<file path="config.mk">
export PLATFORM = sky130hd
export DESIGN_NAME = mono_bitmap_to_display_pages
export DESIGN_NICKNAME = d
export VERILOG_FILES = /design/src/design/mbdp_pkg.sv /design/src/design/mbdp_row_bank.sv /design/src/design/mbdp_burst.sv /design/src/design/mono_bitmap_to_display_pages.sv
export SDC_FILE = /design/constraint.sdc
export NUM_CORES = 1
export LEC_CHECK = 0
export ABC_AREA = 0
export ABC_CLOCK_PERIOD_IN_PS = 5600
export BUFFER_PORTS_ARGS = -buffer_cell sky130_fd_sc_hd__clkbuf_2
export CAP_MARGIN = 20
export CORE_AREA = 4 4 343 345
export DETAILED_ROUTE_END_ITERATION = 12
export DIE_AREA = 0 0 347 349
export SLEW_MARGIN = 10
export SYNTH_ARGS = -nofsm -noshare
export SYNTH_HDL_FRONTEND = slang
export SYNTH_SLANG_ARGS = --single-unit
</file>
<file path="constraint.sdc">
create_clock -name clk -period 5.6 [get_ports clk]
set_clock_uncertainty 0.1 [all_clocks]
set_input_delay 0.84 -clock clk [delete_from_list [all_inputs] [get_ports clk]]
set_output_delay 0.84 -clock clk [all_outputs]
set_load 0.02 [all_outputs]
</file>
<file path="src/design/mbdp_pkg.sv">
package mbdp_pkg;

  localparam int ROW_BYTES_DEF = 16;
  localparam int STORED_ROWS   = 7;
  localparam int PAGE_ROWS     = 8;
  localparam int PIX_PER_BYTE  = 8;

  localparam logic [2:0] LAST_ROW     = 3'd7;
  localparam logic [2:0] LAST_COLUMN  = 3'd7;
  localparam logic       INVERT_RESET = 1'b1;

  typedef struct packed {
    logic [2:0] row_in_page;
    logic [3:0] byte_index;
    logic [7:0] pixel_byte;
  } mbdp_in_t;

  typedef struct packed {
    logic [6:0] column_index;
    logic [7:0] page_byte;
    logic       last_of_group;
    logic       last_of_page;
  } mbdp_out_t;

  // One column group of a page: raw pixel bytes of all eight rows.
  typedef struct packed {
    logic [3:0]                      byte_index;
    logic                            last_group;
    logic [PAGE_ROWS-1:0][7:0]       rows;
  } mbdp_group_t;

endpackage

</file>
<file path="src/design/mbdp_row_bank.sv">
module mbdp_row_bank import mbdp_pkg::*; #(
  parameter int DEPTH = ROW_BYTES_DEF,
  parameter int AW    = 4
) (
  input  logic          clk,
  input  logic          wr_en,
  input  logic [AW-1:0] wr_addr,
  input  logic [7:0]    wr_data,
  input  logic          rd_en,
  input  logic [AW-1:0] rd_addr,
  output logic [7:0]    rd_data
);

  logic [7:0] mem [DEPTH];
  logic [7:0] rd_data_r;

  always_ff @(posedge clk) begin
    if (wr_en) begin
      mem[wr_addr] <= wr_data;
    end
  end

  always_ff @(posedge clk) begin
    if (rd_en) begin
      rd_data_r <= mem[rd_addr];
    end
  end

  assign rd_data = rd_data_r;

endmodule

</file>
<file path="src/design/mbdp_burst.sv">
module mbdp_burst import mbdp_pkg::*; (
  input  logic        clk,
  input  logic        rst_n,
  input  logic        invert,
  input  logic        load_valid,
  output logic        load_ready,
  input  mbdp_group_t load_group,
  output logic        out_valid,
  input  logic        out_stall,
  output mbdp_out_t   out_data
);

  logic                          busy_r, busy_nxt;
  logic [2:0]                    k_r, k_nxt;
  logic [3:0]                    col_r;
  logic                          last_grp_r;
  logic [PIX_PER_BYTE-1:0][7:0]  pages_r;
  logic [PIX_PER_BYTE-1:0][7:0]  pages_load;
  logic                          take;
  logic                          last;
  logic                          load;

  assign take       = busy_r && !out_stall;
  assign last       = (k_r == LAST_COLUMN);
  assign load_ready = !busy_r || (take && last);
  assign load       = load_valid && load_ready;

  // Transpose: column k (leftmost first) takes bit 7-k of every row, XOR invert.
  always_comb begin
    for (int k = 0; k < PIX_PER_BYTE; k++) begin
      for (int r = 0; r < PAGE_ROWS; r++) begin
        pages_load[k][r] = load_group.rows[r][PIX_PER_BYTE-1-k] ^ invert;
      end
    end
  end

  always_comb begin
    busy_nxt = busy_r;
    k_nxt    = k_r;
    if (load) begin
      busy_nxt = 1'b1;
      k_nxt    = '0;
    end else if (take) begin
      k_nxt = k_r + 3'd1;
      if (last) begin
        busy_nxt = 1'b0;
      end
    end
  end

  always_ff @(posedge clk) begin
    if (!rst_n) begin
      busy_r <= 1'b0;
      k_r    <= '0;
    end else begin
      busy_r <= busy_nxt;
      k_r    <= k_nxt;
    end
  end

  always_ff @(posedge clk) begin
    if (load) begin
      pages_r    <= pages_load;
      col_r      <= load_group.byte_index;
      last_grp_r <= load_group.last_group;
    end else if (take) begin
      pages_r <= {8'h00, pages_r[PIX_PER_BYTE-1:1]};
    end
  end

  assign out_valid              = busy_r;
  assign out_data.column_index  = {col_r, k_r};
  assign out_data.page_byte     = pages_r[0];
  assign out_data.last_of_group = last;
  assign out_data.last_of_page  = last && last_grp_r;

`ifndef NO_ASSERTIONS
  a_burst_continues: assert property (@(posedge clk) disable iff (!rst_n)
    busy_r && !out_stall && !last |=> busy_r && k_r == $past(k_r) + 3'd1)
    else $error("burst dropped before its eighth column");
  a_stall_holds_col: assert property (@(posedge clk) disable iff (!rst_n)
    busy_r && out_stall |=> busy_r && $stable(k_r) && $stable(col_r))
    else $error("stalled burst advanced");
  a_load_starts: assert property (@(posedge clk) disable iff (!rst_n)
    load |=> busy_r && k_r == 3'd0)
    else $error("loaded group did not start at column zero");
`endif

endmodule

</file>
<file path="src/design/mono_bitmap_to_display_pages.sv">
// Transposes a 1-bpp row-major bitmap into vertical page bytes, one 8-row page
// at a time. Pixel bytes of rows 0 to 6 are written into seven row banks of
// ROW_BYTES bytes each and produce nothing; the row-7 byte of a column group
// reads the seven stored bytes in the cycle it is taken; the group then waits
// in a one-deep stage until the burst transposes it into eight page bytes
// that leave one per cycle unless out_stall holds them, leftmost column first.
// Items are taken one per cycle while in_stall is low; a row-7 request holds
// the output for its eight page bytes, the next one waits in the stage, and
// while the stage cannot drain the input takes no bytes of any row. Bytes with
// byte_index at or beyond ROW_BYTES are dropped. The invert setting applies
// when a group is transposed and may be written only while the block is idle.
module mono_bitmap_to_display_pages import mbdp_pkg::*; #(
  parameter int ROW_BYTES = ROW_BYTES_DEF
) (
  input  logic      clk,
  input  logic      rst_n,
  input  logic      in_valid,
  output logic      in_stall,
  input  mbdp_in_t  in_data,
  output logic      out_valid,
  input  logic      out_stall,
  output mbdp_out_t out_data,
  input  logic      cfg_valid,
  output logic      cfg_ready,
  input  logic      cfg_data
);

  localparam int AW = (ROW_BYTES > 1) ? $clog2(ROW_BYTES) : 1;

  logic                         invert_r;
  logic                         s1_valid_r, s1_valid_nxt;
  logic [3:0]                   s1_col_r;
  logic [7:0]                   s1_pix_r;
  logic [STORED_ROWS-1:0][7:0]  rd_data;
  logic                         in_acc;
  logic                         in_range;
  logic                         is_last_row;
  logic                         rd_en;
  logic                         load_ready;
  logic                         s1_adv;
  mbdp_group_t                  group;

  assign cfg_ready = 1'b1;

  always_ff @(posedge clk) begin
    if (!rst_n) begin
      invert_r <= INVERT_RESET;
    end else if (cfg_valid && cfg_ready) begin
      invert_r <= cfg_data;
    end
  end

  assign in_range    = ({1'b0, in_data.byte_index} < 5'(ROW_BYTES));
  assign is_last_row = (in_data.row_in_page == LAST_ROW);
  assign s1_adv      = s1_valid_r && load_ready;
  assign in_stall    = s1_valid_r && !load_ready;
  assign in_acc      = in_valid && !in_stall;
  assign rd_en       = in_acc && in_range && is_last_row;

  for (genvar r = 0; r < STORED_ROWS; r++) begin : g_bank
    mbdp_row_bank #(
      .DEPTH (ROW_BYTES),
      .AW    (AW)
    ) u_bank (
      .clk     (clk),
      .wr_en   (in_acc && in_range && (in_data.row_in_page == 3'(r))),
      .wr_addr (in_data.byte_index[AW-1:0]),
      .wr_data (in_data.pixel_byte),
      .rd_en   (rd_en),
      .rd_addr (in_data.byte_index[AW-1:0]),
      .rd_data (rd_data[r])
    );
  end

  always_comb begin
    s1_valid_nxt = s1_valid_r;
    if (rd_en) begin
      s1_valid_nxt = 1'b1;
    end else if (s1_adv) begin
      s1_valid_nxt = 1'b0;
    end
  end

  always_ff @(posedge clk) begin
    if (!rst_n) begin
      s1_valid_r <= 1'b0;
    end else begin
      s1_valid_r <= s1_valid_nxt;
    end
  end

  always_ff @(posedge clk) begin
    if (rd_en) begin
      s1_col_r <= in_data.byte_index;
      s1_pix_r <= in_data.pixel_byte;
    end
  end

  assign group.byte_index = s1_col_r;
  assign group.last_group = (s1_col_r == 4'(ROW_BYTES - 1));
  assign group.rows       = {s1_pix_r, rd_data};

  mbdp_burst u_burst (
    .clk        (clk),
    .rst_n      (rst_n),
    .invert     (invert_r),
    .load_valid (s1_valid_r),
    .load_ready (load_ready),
    .load_group (group),
    .out_valid  (out_valid),
    .out_stall  (out_stall),
    .out_data   (out_data)
  );

`ifndef NO_ASSERTIONS
  a_row7_enters_stage: assert property (@(posedge clk) disable iff (!rst_n)
    rd_en |=> s1_valid_r)
    else $error("row-7 request lost before transpose");
  a_no_stall_when_empty: assert property (@(posedge clk) disable iff (!rst_n)
    !s1_valid_r |-> !in_stall)
    else $error("input stalled with empty stage");
  a_stage_holds: assert property (@(posedge clk) disable iff (!rst_n)
    s1_valid_r && !load_ready |=> s1_valid_r && $stable(s1_col_r) && $stable(s1_pix_r))
    else $error("waiting group changed");
  a_page_end_in_group: assert property (@(posedge clk) disable iff (!rst_n)
    out_valid && out_data.last_of_page |-> out_data.last_of_group)
    else $error("page end off a group end");
`endif

endmodule

</file>
After elaboration in Yosys (flattened, before gate mapping)
Memories as Yosys holds them, arrays and structs flattened. A register that Yosys moved wholly into a read port is not among the register bits.
Index checks and enable logic that the tools add are counted.
{"block": "word_totals", "wordCells": 144, "ramBits": 896, "reg_bits": 87, "mem_count": 7}
{"block": "classes", "addsub": 1, "n_bitwise": 65, "eq_ne": 9, "n_mux": 21, "reduce_logical": 25}
{"name": "g_bank[0].u_bank.mem", "depth": 16, "width": 8, "read_ports": 1, "rd_ports_with_merged_regs": 1, "write_ports": 1, "line_no": "mbdp_row_bank.sv:14", "text": "logic [7:0] mem [DEPTH];"}
{"name": "g_bank[1].u_bank.mem", "depth": 16, "width": 8, "read_ports": 1, "rd_ports_with_merged_regs": 1, "write_ports": 1, "line_no": "mbdp_row_bank.sv:14"}
{"name": "g_bank[2].u_bank.mem", "depth": 16, "width": 8, "read_ports": 1, "rd_ports_with_merged_regs": 1, "write_ports": 1, "line_no": "mbdp_row_bank.sv:14"}
{"name": "g_bank[3].u_bank.mem", "depth": 16, "width": 8, "read_ports": 1, "rd_ports_with_merged_regs": 1, "write_ports": 1, "line_no": "mbdp_row_bank.sv:14"}
{"name": "g_bank[4].u_bank.mem", "depth": 16, "width": 8, "read_ports": 1, "rd_ports_with_merged_regs": 1, "write_ports": 1, "line_no": "mbdp_row_bank.sv:14"}
{"name": "g_bank[5].u_bank.mem", "depth": 16, "width": 8, "read_ports": 1, "rd_ports_with_merged_regs": 1, "write_ports": 1, "line_no": "mbdp_row_bank.sv:14"}
{"name": "1 more memories"}
{"cell": "2-to-1 mux 64 bit", "n": 2}
{"cell": "bitwise XOR 1 bit", "n": 64}
{"cell": "2-to-1 mux 1 bit", "n": 19}
{"cell": "equality test 3 bit, second input constant", "n": 5}
{"cell": "logical AND 1 bit", "n": 14}
{"cell": "equality test 3 x 2 -> 1 bit, second input constant", "n": 2}
{"cell": "nonzero test 2 bit", "n": 3}
{"cell": "equality test 4 bit, second input constant", "n": 1}
{"cell": "logical NOT 1 bit", "n": 4}
{"cell": "adder 3 x 1 -> 3 bit, second input constant", "n": 1}
{"cell": "equality test 3 x 1 -> 1 bit, second input constant", "n": 1}
{"cell": "logical NOT 3 bit", "n": 1}
{"cell": "AND reduction 2 bit", "n": 1}
{"cell": "OR reduction 2 bit", "n": 1}
{"cell": "logical OR 1 bit", "n": 1}
{"cell": "NOT 1 bit", "n": 1}

Longest topological paths before layout
Gate-level depths: netlist of the first run.
{"block": "logic_depth", "ltp_word": 11, "ltp_mapped": 9, "mapped_depth_nobuf": 6}

By module
A second synthesis of the first run with hierarchy kept.
{"block": "unflattened", "cells_unflattened": 1880, "area_unflattened_um2": 41051.9}
{"module": "mbdp_row_bank", "area_per_inst_um2": 5227.5, "instances": 7, "seq_area_each_um2": 4083.9, "cells_per_inst": 229}
{"module": "mbdp_burst", "area_per_inst_um2": 3832.4, "instances": 1, "seq_area_each_um2": 2152.1, "cells_per_inst": 242}
{"module": "mono_bitmap_to_display_pages", "area_per_inst_um2": 626.9, "instances": 1, "seq_area_each_um2": 400.4, "cells_per_inst": 35}

Worst setup path before layout of the first run
No wires, ideal clock.
{"block": "synth_path", "path_type": "input -> register", "startpoint": "input in_data[14] in the netlist's numbering", "endpoint": "register g_bank[0].u_bank.rd_data_r[0], read port of g_bank[0].u_bank.mem (enable)", "setup_slack_ps": 2326, "t_arrival_ps": 2741, "required_time_ps": 5066, "n_path_buf": 0, "path_stages": 2, "cell_sequence": "and2_1 and3_1"}
{"block": "synth_between", "elab_chain_len": 2}
{"element": "start, declared", "line_no": "mono_bitmap_to_display_pages.sv:19", "text": "input mbdp_in_t in_data,"}
{"element": "equality test 3 bit", "line_no": "mono_bitmap_to_display_pages.sv:54", "text": "assign is_last_row = (in_data.row_in_page == LAST_ROW);"}
{"element": "logical AND 1 bit", "line_no": "mono_bitmap_to_display_pages.sv:58", "text": "assign rd_en = in_acc && in_range && is_last_row;"}
{"element": "net g_bank[0].u_bank.rd_en", "line_no": "mbdp_row_bank.sv:9", "text": "input logic rd_en,"}
{"element": "end, declared", "line_no": "mbdp_row_bank.sv:15", "text": "logic [7:0] rd_data_r;"}
The timed path passes the listed nets, and every way through them passes these cells.
A chain may end at the register's enable or synchronous reset.

Final worst setup path of the first run
{"block": "layout_path", "startpoint": "input in_data[9] in the netlist's numbering", "endpoint": "memory g_bank[3].u_bank.mem[11][3] (enable)"}
{"element": "end, declared", "line_no": "mbdp_row_bank.sv:14"}
Straight into the memory's write port.

==> run_results.csv, run 1 <==
group,metric,value,unit
critical_path,path_cells,"buf_8 > nor2b_1 > nand3_1 > nor2_1",
min_path,hold_path.class,"input pin to flip-flop",
routing,via_per_inst,5.20,
grt,grt_use_total,14.5,%
synthesis,synth_ff_type,"edfxtp_1",
synthesis,synth.avg_cell_area,21.6,um2
grt,antenna_found_initial,2,
clock_tree,clock_latency,0.67,ns
floorplanning,dieHeight,349,um
pwr,combinationalPowerShare,4.0,%
critical_path,end_kind,"flip-flop",
placed_design,gp_congestion,0.765,
synthesis,synth_nets,1871,
synthesis,synth.top_cells.by_count,"1033 x edfxtp_1, 224 x mux4_2, 124 x nor2_1",
clock_tree,cts_tree,"done",
floorplanning,die_area,0.121,mm2
clock_tree,cts_sinks,1039,
critical_path,timing.rr.start,"u_burst.k_r[0]",
routing,wl_per_cell,25.1,um
synthesis,synth_area_leaders,"edfxtp_1 78%, mux4_2 13%, a22oi_1 2.1%, xor2_1 1.3%, nor2_1 1.2%",
final_layout,fin_util,39.5,%
routing,antenna_left,0,
timing,relSlewSlack,27.3,%
clock_tree,clockBufferDepth,3,
run,cap_violations,0,
timing,fin_setup_tns,0,ns
critical_path,cpMaxStageDelayCell,"nor2_1",
timing,finalCritPeriodShare,58.8,%
pwr,p_leak,13.9,nW
floorplanning,ios,41,
timing,max_freq,0.303,GHz
min_path,hold_path_depth,2,
routing,drc,0,
final_layout,fillers,10100,
placed_design,portBuffers,39,
final_layout,area_delta_synth_final,13.0,%
pwr,clock_power_share,41.7,%
pwr,p_sw_share,20.6,%
pwr,power_density,352,mW/mm2
critical_path,rr_worst_depth,8,
outcome,status,"complete, no violations",
synthesis,syn_inst,1848,
pwr,seq_power_share,54.3,%
routing,dr.pass1.iters,5,
critical_path,required,5.76,ns
timing,setup_violations,0,
floorplanning,die_w,347,um
clock_tree,ctsResizeCount,0,
critical_path,worstReg2RegEnd,"u_burst.out_data[2]",
pwr,p_total,15.9,mW
min_path,min_to,"invert_r",
floorplanning,initial_core_util,35.0,%
critical_path,reg2reg_slack,2.42,ns
synthesis,synth_top_cell_by_area,"edfxtp_1",
grt,grt_pass1_vias,19300,
final_layout,diodes,0,
synthesis,ys_seq_area_share,78.0,%
grt,grt_max_degree,108,
routing,drt-total-wl,88500,um
clock_tree,cts_made_buffers,105,
clock_tree,root_buffer,"clkbuf_16",
synthesis,async_flop_share,0,%
critical_path,cp.buffers_inverters,1,
floorplanning,rows,124,
placed_design,place_hpwl,51300,um
floorplanning,coreArea,0.114,mm2
routing,via_count,18300,
synthesis,synth_seq_cells,1039,
timing,hold_violations,0,
grt,grt_first_pass_wirelength,131000,um
clock_tree,h-tree-depth,3,
final_layout,nets,1953,
routing,dr.first_iter.drc_count,1924,
pwr,switchingPower,3.27,mW
synthesis,yosysMostFrequentCell,"edfxtp_1",
clock_tree,ctsHoldBuffers,0,
clock_tree,cts_setup_buffers,0,
final_layout,drive_gt1_share,24.5,%
critical_path,max_stage_delay,1.07,ns
timing,worst_pin_slew,1.09,ns
min_path,hp-start,"rst_n",
critical_path,critical-path-top-delay-family,"simple AND/OR/NAND/NOR gates",
timing,slew_violations,0,
critical_path,critPathArrivalTime,3.46,ns
pwr,p_int,12.6,mW
pwr,vdd_drop_max,0.233,mV
synthesis,synthesis.area,0.0399,mm2
synthesis,synth_edf_count,1033,
critical_path,cp-start-kind,"input pin",
critical_path,crit_fanout,87,
clock_tree,clk_pin_slew,0.06,ns
timing,period_needed,3.30,ns
synthesis,yosys.area.top_type_share,77.7,%
grt,overflow,0,
synthesis,yosys_warnings,0,
timing,rsz0062_at_grt,"no",
critical_path,path_class,"input pin to flip-flop",
synthesis,yosys.cell_types.count,32,
## stage by stage
step           hold slack, ns  cell area [um2]  instances  setup slack [ns]
4_1_cts                 0.268            45100       3524              2.27
3_5_place_dp            0.336            41900       3333              1.58
5_1_grt                 0.281            45100       3526              2.08
3_3_place_gp            0.324            41900       3333              1.59
6_report                0.300            45100       3526              2.30
2_1_floorplan           0.318            39900       1848              2.33
## worst register-to-register path, cell delays in order, from the launching register on
cell	delay, ns
dfxtp_1	0.38
ha_1	0.16
ha_1	0.21
nor2b_1	0.16
buf_4	0.26
o21ai_2	0.12
inv_2	0.27
buf_4	0.77
mux2_2	0.49
## routing by layer
layer	track usage (%)	part of all wire [%]
met1	19.8	42
met2	23.8	49
met3	3.19	6.8
met4	3.63	2.1
met5	0	0
## power by group through the flow
stage / registers, mW / logic, mW / clock network [mW]
after floorplan: 8.77 / 0.388 / 0
after global placement: 8.78 / 0.638 / 0
after detailed placement: 8.78 / 0.649 / 0
after CTS: 8.62 / 0.650 / 6.74
after global routing: 8.61 / 0.691 / 7.09
final: 8.62 / 0.640 / 6.62
## cell type report
cell class | count | area, um2 | share of cell area [%]
well taps | 1512 | 1890 | 4.19
clock buffers | 131 | 2750 | 6.09
repair buffers | 85 | 593 | 1.31
flip-flops and latches | 1039 | 31100 | 69.0
inverters | 4 | 15.0 | 0.0333
clock inverters | 60 | 502 | 1.11
multi-input cells | 695 | 8230 | 18.2
## sequential cells by signal, summed over array words and instances, names as in the netlist
register               count
u_burst.out_valid          1
invert_r                   1
s1_pix_r                   8
u_burst.col_r              4
u_burst.out_data           8
g_bank.u_bank.rd_data     56
s1_col_r                   4
u_burst.k_r                3
u_burst.last_grp_r         1
g_bank.u_bank.mem        896
u_burst.pages_r           56
s1_valid_r                 1
## layout by cell type, fill, tap and decap left out, types with 53 or more instances in the layout
cell / count
edfxtp_1: 1033
mux4_2: 224
nor2_1: 123
buf_4: 53
xor2_1: 57
nand2_1: 67
a22oi_1: 112
clkbuf_16: 106
## cell families (layout without fill, tap and decap cells)
family	after synthesis	in the layout	synth area share [%]
flops	1039	1039	78.0
mux	283	283	14.3
simple gates	221	221	2.25
compound gates	123	123	2.46
buf+inv	114	280	1.51
xor+xnor	65	65	1.43
fa+ha+maj	2	2	0.0627
other cells	1	1	0.00939
## how the worst max path moves through the flow
| stage | from | end | slack, ns | depth (start not counted) |
|---|---|---|---|---|
| 2_1_floorplan | in_data[14] | g_bank[0].u_bank.rd_data[0] | 2.33 | 2 |
| 3_3_place_gp | in_data[8] | g_bank[3].u_bank.rd_data[2] | 1.59 | 5 |
| 3_5_place_dp | in_data[8] | g_bank[3].u_bank.mem[11][6] | 1.58 | 3 |
| 4_1_cts | in_data[8] | g_bank[3].u_bank.mem[11][3] | 2.27 | 3 |
| 5_1_grt | in_data[8] | g_bank[3].u_bank.rd_data[2] | 2.08 | 5 |
| 6_report | in_data[9] | g_bank[3].u_bank.mem[11][3] | 2.30 | 4 |
Power figures use the tool's default switching activity.
==> run 2, diff against run 1 <==
--- a/config.mk
+++ b/config.mk
@@ -6,7 +6,7 @@
 export NUM_CORES = 1
 export LEC_CHECK = 0
 export ABC_AREA = 0
-export ABC_CLOCK_PERIOD_IN_PS = 5600
+export ABC_CLOCK_PERIOD_IN_PS = 2900
 export BUFFER_PORTS_ARGS = -buffer_cell sky130_fd_sc_hd__clkbuf_2
 export CAP_MARGIN = 20
 export CORE_AREA = 4 4 343 345
==> constraint.sdc (replaced) <==
create_clock -name clk -period 2.9 [get_ports clk]
set_clock_uncertainty 0.1 [all_clocks]
set_input_delay 0.435 -clock clk [delete_from_list [all_inputs] [get_ports clk]]
set_output_delay 0.435 -clock clk [all_outputs]
set_load 0.02 [all_outputs]
==> run_results.csv, run 2 (synthesis results as in run 1) <==
group,metric,value,unit
timing,hold_violations,0,
pwr,vdd_drop_max,0.452,mV
final_layout,top_register,"g_bank.u_bank.mem",
final_layout,largest_reg_flops,896,
routing,dr.pass1.iters,5,
placed_design,place_hpwl,53800,um
routing,antenna_left,0,
timing,period_needed,2.64,ns
min_path,min_to,"s1_valid_r",
floorplanning,rows,124,
floorplanning,ios,41,
critical_path,required,3.06,ns
routing,drc,0,
min_path,hp-start,"rst_n",
floorplanning,die_w,347,um
pwr,clock_power_share,41.3,%
placed_design,gp_congestion,0.778,
routing,wl_per_cell,24.6,um
final_layout,drive_gt1_share,26.7,%
final_layout,area_delta_synth_final,15.0,%
routing,via_count,18400,
clock_tree,cts_tree,"done",
floorplanning,die_area,0.121,mm2
floorplanning,initial_core_util,35.0,%
timing,rsz0062_at_grt,"no",
outcome,status,"complete, no violations",
final_layout,multi_input_area,0.00823,mm2
critical_path,crit_fanout,16,
grt,grt_use_total,14.6,%
grt,antenna_found_initial,5,
timing,max_freq,0.378,GHz
pwr,p_sw_share,20.7,%
grt,grt_first_pass_wirelength,132000,um
clock_tree,root_buffer,"clkbuf_16",
timing,relSlewSlack,33.0,%
critical_path,rr_worst_depth,7,
min_path,hold_path.class,"input pin to flip-flop",
critical_path,reg2reg_slack,0.26,ns
clock_tree,h-tree-depth,3,
pwr,combinationalPowerShare,4.4,%
run,cap_violations,0,
clock_tree,clock_latency,0.66,ns
critical_path,end_kind,"flip-flop",
clock_tree,ctsResizeCount,0,
min_path,hold_path_depth,2,
timing,worst_pin_slew,1.00,ns
final_layout,final_common_cell,"edfxtp_1",
clock_tree,clk_pin_slew,0.06,ns
clock_tree,cts_sinks,1039,
routing,dr.first_iter.drc_count,1879,
pwr,seq_power_share,54.4,%
timing,fin_setup_tns,0,ns
timing,setup_violations,0,
pwr,power_density,666,mW/mm2
final_layout,ff_latch_area,0.0311,mm2
clock_tree,clockBufferDepth,3,
critical_path,critPathArrivalTime,2.80,ns
floorplanning,dieHeight,349,um
pwr,p_leak,14.3,nW
pwr,p_int,24.2,mW
final_layout,nets,2025,
final_layout,fin_util,40.2,%
clock_tree,cts_made_buffers,104,
floorplanning,coreArea,0.114,mm2
placed_design,portBuffers,39,
critical_path,worstReg2RegEnd,"g_bank[4].u_bank.mem[9][2]",
routing,drt-total-wl,88700,um
timing,slew_violations,0,
final_layout,fillers,10000,
final_layout,final_cell_mix,"1033 x edfxtp_1, 224 x mux4_2, 123 x nor2_1",
grt,overflow,0,
critical_path,cp-start-kind,"flip-flop",
routing,via_per_inst,5.10,
pwr,switchingPower,6.32,mW
timing,finalCritPeriodShare,91.2,%
grt,grt_pass1_vias,19300,
critical_path,timing.rr.start,"u_burst.k_r[0]",
grt,grt_max_degree,82,
critical_path,path_class,"flip-flop to flip-flop",
-- run 2: cell count changes in the layout (fill, tap and decap cells not counted), sizes merged --
cell,change
buf,+69
dlygate4sd3,+4
clkinv,-5
clkbuf,+7
bufinv,-2
diode,+1
clkinvlp,+1
-- run 2: per-stage QoR --
step | hold WS [ns] | area (um2) | total power, mW | setup slack (ns) | instances
3_3_place_gp | 0.333 | 42700 | 18.3 | 0.290 | 3404
5_1_grt | 0.122 | 45900 | 31.6 | 0.107 | 3600
3_5_place_dp | 0.347 | 42700 | 18.3 | 0.265 | 3404
4_1_cts | 0.0797 | 45900 | 30.9 | 0.216 | 3600
2_1_floorplan | 0.318 | 39900 | 17.7 | 0.243 | 1848
6_report | 0.128 | 45900 | 30.6 | 0.256 | 3601
-- run 2: cell type report --
| type | instances | share of cell area, % |
|---|---|---|
| Inverter | 4 | 0.0354 |
| Sequential cell | 1039 | 67.8 |
| Clock inverter | 54 | 0.937 |
| Clock buffer | 138 | 6.01 |
| Multi-Input combinational cell | 695 | 17.9 |
| Antenna cell | 1 | 0.00545 |
| Tap cell | 1512 | 4.12 |
| Timing Repair Buffer | 158 | 3.16 |
-- run 2: how the worst max path moves through the flow --
| stage | from | end | cells past startpoint |
|---|---|---|---|
| floorplan | u_burst.out_valid | u_burst.out_data[2] | 2 |
| global placement | in_data[8] | g_bank[3].u_bank.mem[15][6] | 4 |
| detailed placement | in_data[8] | g_bank[3].u_bank.mem[15][5] | 4 |
| CTS | u_burst.k_r[0] | in_stall | 7 |
| global route | u_burst.k_r[0] | g_bank[4].u_bank.mem[9][2] | 7 |
| finish | u_burst.k_r[0] | g_bank[4].u_bank.mem[9][2] | 7 |
-- run 2: power by group through the flow --
stage / sequential, mW / combinational, mW / clock [mW]
floorplan: 16.9 / 0.750 / 0
global placement: 16.9 / 1.34 / 0
detailed placement: 16.9 / 1.37 / 0
CTS: 16.6 / 1.37 / 12.9
global route: 16.6 / 1.45 / 13.5
finish: 16.6 / 1.34 / 12.6
-- run 2: what timing repair did --
item                                   in CTS  in global routing
endpoints found under the hold margin       2                  0
buffers inserted                            0                  0
setup endpoints to repair                   0                  0
hold buffers                                4                  0
-- run 2: worst max-delay path, stage by stage (launching register included) --
cell and delay (ns):
dfxtp_1 0.34, ha_1 0.16, ha_1 0.17, nor2b_1 0.15, buf_4 0.21, o311ai_2 0.15, buf_12 0.20, nor2_1 0.77
-- run 2: metal layers --
layer  global-route usage, %  up-vias  wire length [um]
li1                        -     7935                 -
met1                    20.0     9700             37300
met2                    24.0      603             43800
met3                    2.64      123              5470
met4                    3.93        2              2100
met5                       0        -                13
==> run 3, diff against run 2 <==
==> constraint.sdc (replaced) <==
create_clock -name clk -period 2.9 [get_ports clk]
set_clock_uncertainty 0.1 [all_clocks]
set_input_delay 0.145 -clock clk [delete_from_list [all_inputs] [get_ports clk]]
set_output_delay 0.145 -clock clk [all_outputs]
set_load 0.02 [all_outputs]
==> run_results.csv, run 3 (synthesis results as in run 1) <==
group,metric,value,unit
floorplanning,die_area,0.121,mm2
timing,rsz0062_at_grt,"no",
clock_tree,cts_tree,"done",
routing,dr.first_iter.drc_count,1998,
final_layout,largest_reg_flops,896,
routing,drt-total-wl,88500,um
min_path,hp-start,"in_data[3]",
critical_path,timing.rr.start,"u_burst.k_r[0]",
grt,grt_pass1_vias,19400,
run,cap_violations,0,
floorplanning,dieHeight,349,um
grt,overflow,0,
timing,fin_setup_tns,0,ns
min_path,hold_path_depth,1,
clock_tree,cts_setup_buffers,0,
critical_path,crit_fanout,16,
pwr,p_leak,14.4,nW
final_layout,final_common_cell,"edfxtp_1",
grt,antenna_found_initial,5,
min_path,min_to,"g_bank[2].u_bank.mem[10][3]",
outcome,status,"complete, no violations",
routing,antenna_left,0,
clock_tree,cts_sinks,1039,
pwr,power_density,684,mW/mm2
placed_design,portBuffers,39,
timing,setup_violations,0,
grt,grt_use_total,14.5,%
pwr,vdd_drop_max,0.457,mV
final_layout,stdcell_count,3597,
critical_path,cp-start-kind,"flip-flop",
timing,period_needed,2.50,ns
floorplanning,ios,41,
critical_path,worstReg2RegEnd,"g_bank[0].u_bank.mem[5][5]",
clock_tree,cts_made_buffers,106,
critical_path,path_class,"flip-flop to flip-flop",
timing,holdWs,0.00892,ns
clock_tree,clock_latency,0.65,ns
routing,wl_per_cell,24.6,um
routing,via_per_inst,5.14,
clock_tree,ctsResizeCount,0,
timing,hold_violations,0,
timing,max_freq,0.400,GHz
routing,via_count,18500,
timing,finalCritPeriodShare,86.2,%
timing,worst_pin_slew,1.00,ns
final_layout,ff_latch_area,0.0311,mm2
final_layout,fin_util,40.4,%
clock_tree,h-tree-depth,3,
placed_design,place_hpwl,54000,um
grt,grt_max_degree,118,
floorplanning,coreArea,0.114,mm2
final_layout,final_cell_mix,"1033 x edfxtp_1, 224 x mux4_2, 123 x nor2_1",
placed_design,place_inst,3387,
final_layout,area_delta_synth_final,15.5,%
final_layout,nets,2019,
critical_path,end_kind,"flip-flop",
timing,relSlewSlack,33.1,%
floorplanning,initial_core_util,35.0,%
pwr,p_total,31.5,mW
placed_design,gp_congestion,0.815,
clock_tree,clockBufferDepth,3,
clock_tree,root_buffer,"clkbuf_16",
critical_path,rr_worst_depth,7,
routing,dr.pass1.iters,5,
floorplanning,die_w,347,um
final_layout,multi_input_area,0.00822,mm2
timing,slew_violations,0,
floorplanning,rows,124,
critical_path,critPathArrivalTime,2.68,ns
min_path,hold_path.class,"input pin to flip-flop",
final_layout,drive_gt1_share,27.2,%
grt,grt_first_pass_wirelength,132000,um
final_layout,fillers,9971,
final_layout,top_register,"g_bank.u_bank.mem",
clock_tree,clk_pin_slew,0.06,ns
critical_path,reg2reg_slack,0.40,ns
critical_path,required,3.08,ns
routing,drc,0,
==> run 3: worst max-delay path by stage <==
| stage | cells after the start | start | endpoint |
|---|---|---|---|
| after global routing | 7 | u_burst.k_r[0] | g_bank[0].u_bank.mem[1][6] |
| after detailed placement | 5 | in_data[10] | g_bank[1].u_bank.mem[13][7] |
| after CTS | 7 | u_burst.k_r[0] | g_bank[1].u_bank.mem[13][7] |
| after floorplan | 2 | u_burst.out_valid | u_burst.out_data[2] |
| after global placement | 7 | u_burst.k_r[0] | g_bank[2].u_bank.mem[10][3] |
| final | 7 | u_burst.k_r[0] | g_bank[0].u_bank.mem[5][5] |
==> run 3: what timing repair did <==
| item | CTS | global route |
|---|---|---|
| hold buffers | 13 | 0 |
| hold endpoints to repair | 224 | 0 |
| endpoints found under the setup margin | 0 | 0 |
==> run 3: final cells by class <==
cell class                 count  share of cell area, %
antenna                        3                 0.0163
clock buffer                 129                   6.03
clock inverter                65                   1.51
inverter                       4                 0.0353
multi-input combinational    695                   17.8
sequential                  1039                   67.5
tap                         1512                   4.10
timing repair buffer         150                   2.93
==> run 3: per-layer routing <==
metal | up-vias | GRT usage, % | part of all wire [%]
met3 | 133 | 2.95 | 6.4
met2 | 690 | 23.6 | 48
met4 | 2 | 3.94 | 2.3
li1 | 7915 | - | -
met5 | - | 0 | 0.015
met1 | 9742 | 20.0 | 43
==> run 3: per-stage QoR <==
step	area [um2]	worst slack (ns)
2_1_floorplan	39900	0.243
6_report	46100	0.401
4_1_cts	46100	0.401
5_1_grt	46100	0.238
3_5_place_dp	42500	0.318
3_3_place_gp	42500	0.390
==> run 3: where the power goes <==
group          internal (mW)  switching [mW]
combinational          0.501           0.827
clock                   7.99            5.59
sequential              16.6          0.0347
total                   25.1            6.45
==> run 3: worst max-delay path: stages (launching register included) <==
cell,delay (ns)
dfxtp_1,0.34
ha_1,0.15
ha_1,0.16
nor2b_1,0.14
buf_4,0.21
o311ai_2,0.10
buf_4,0.26
nor2_1,0.65
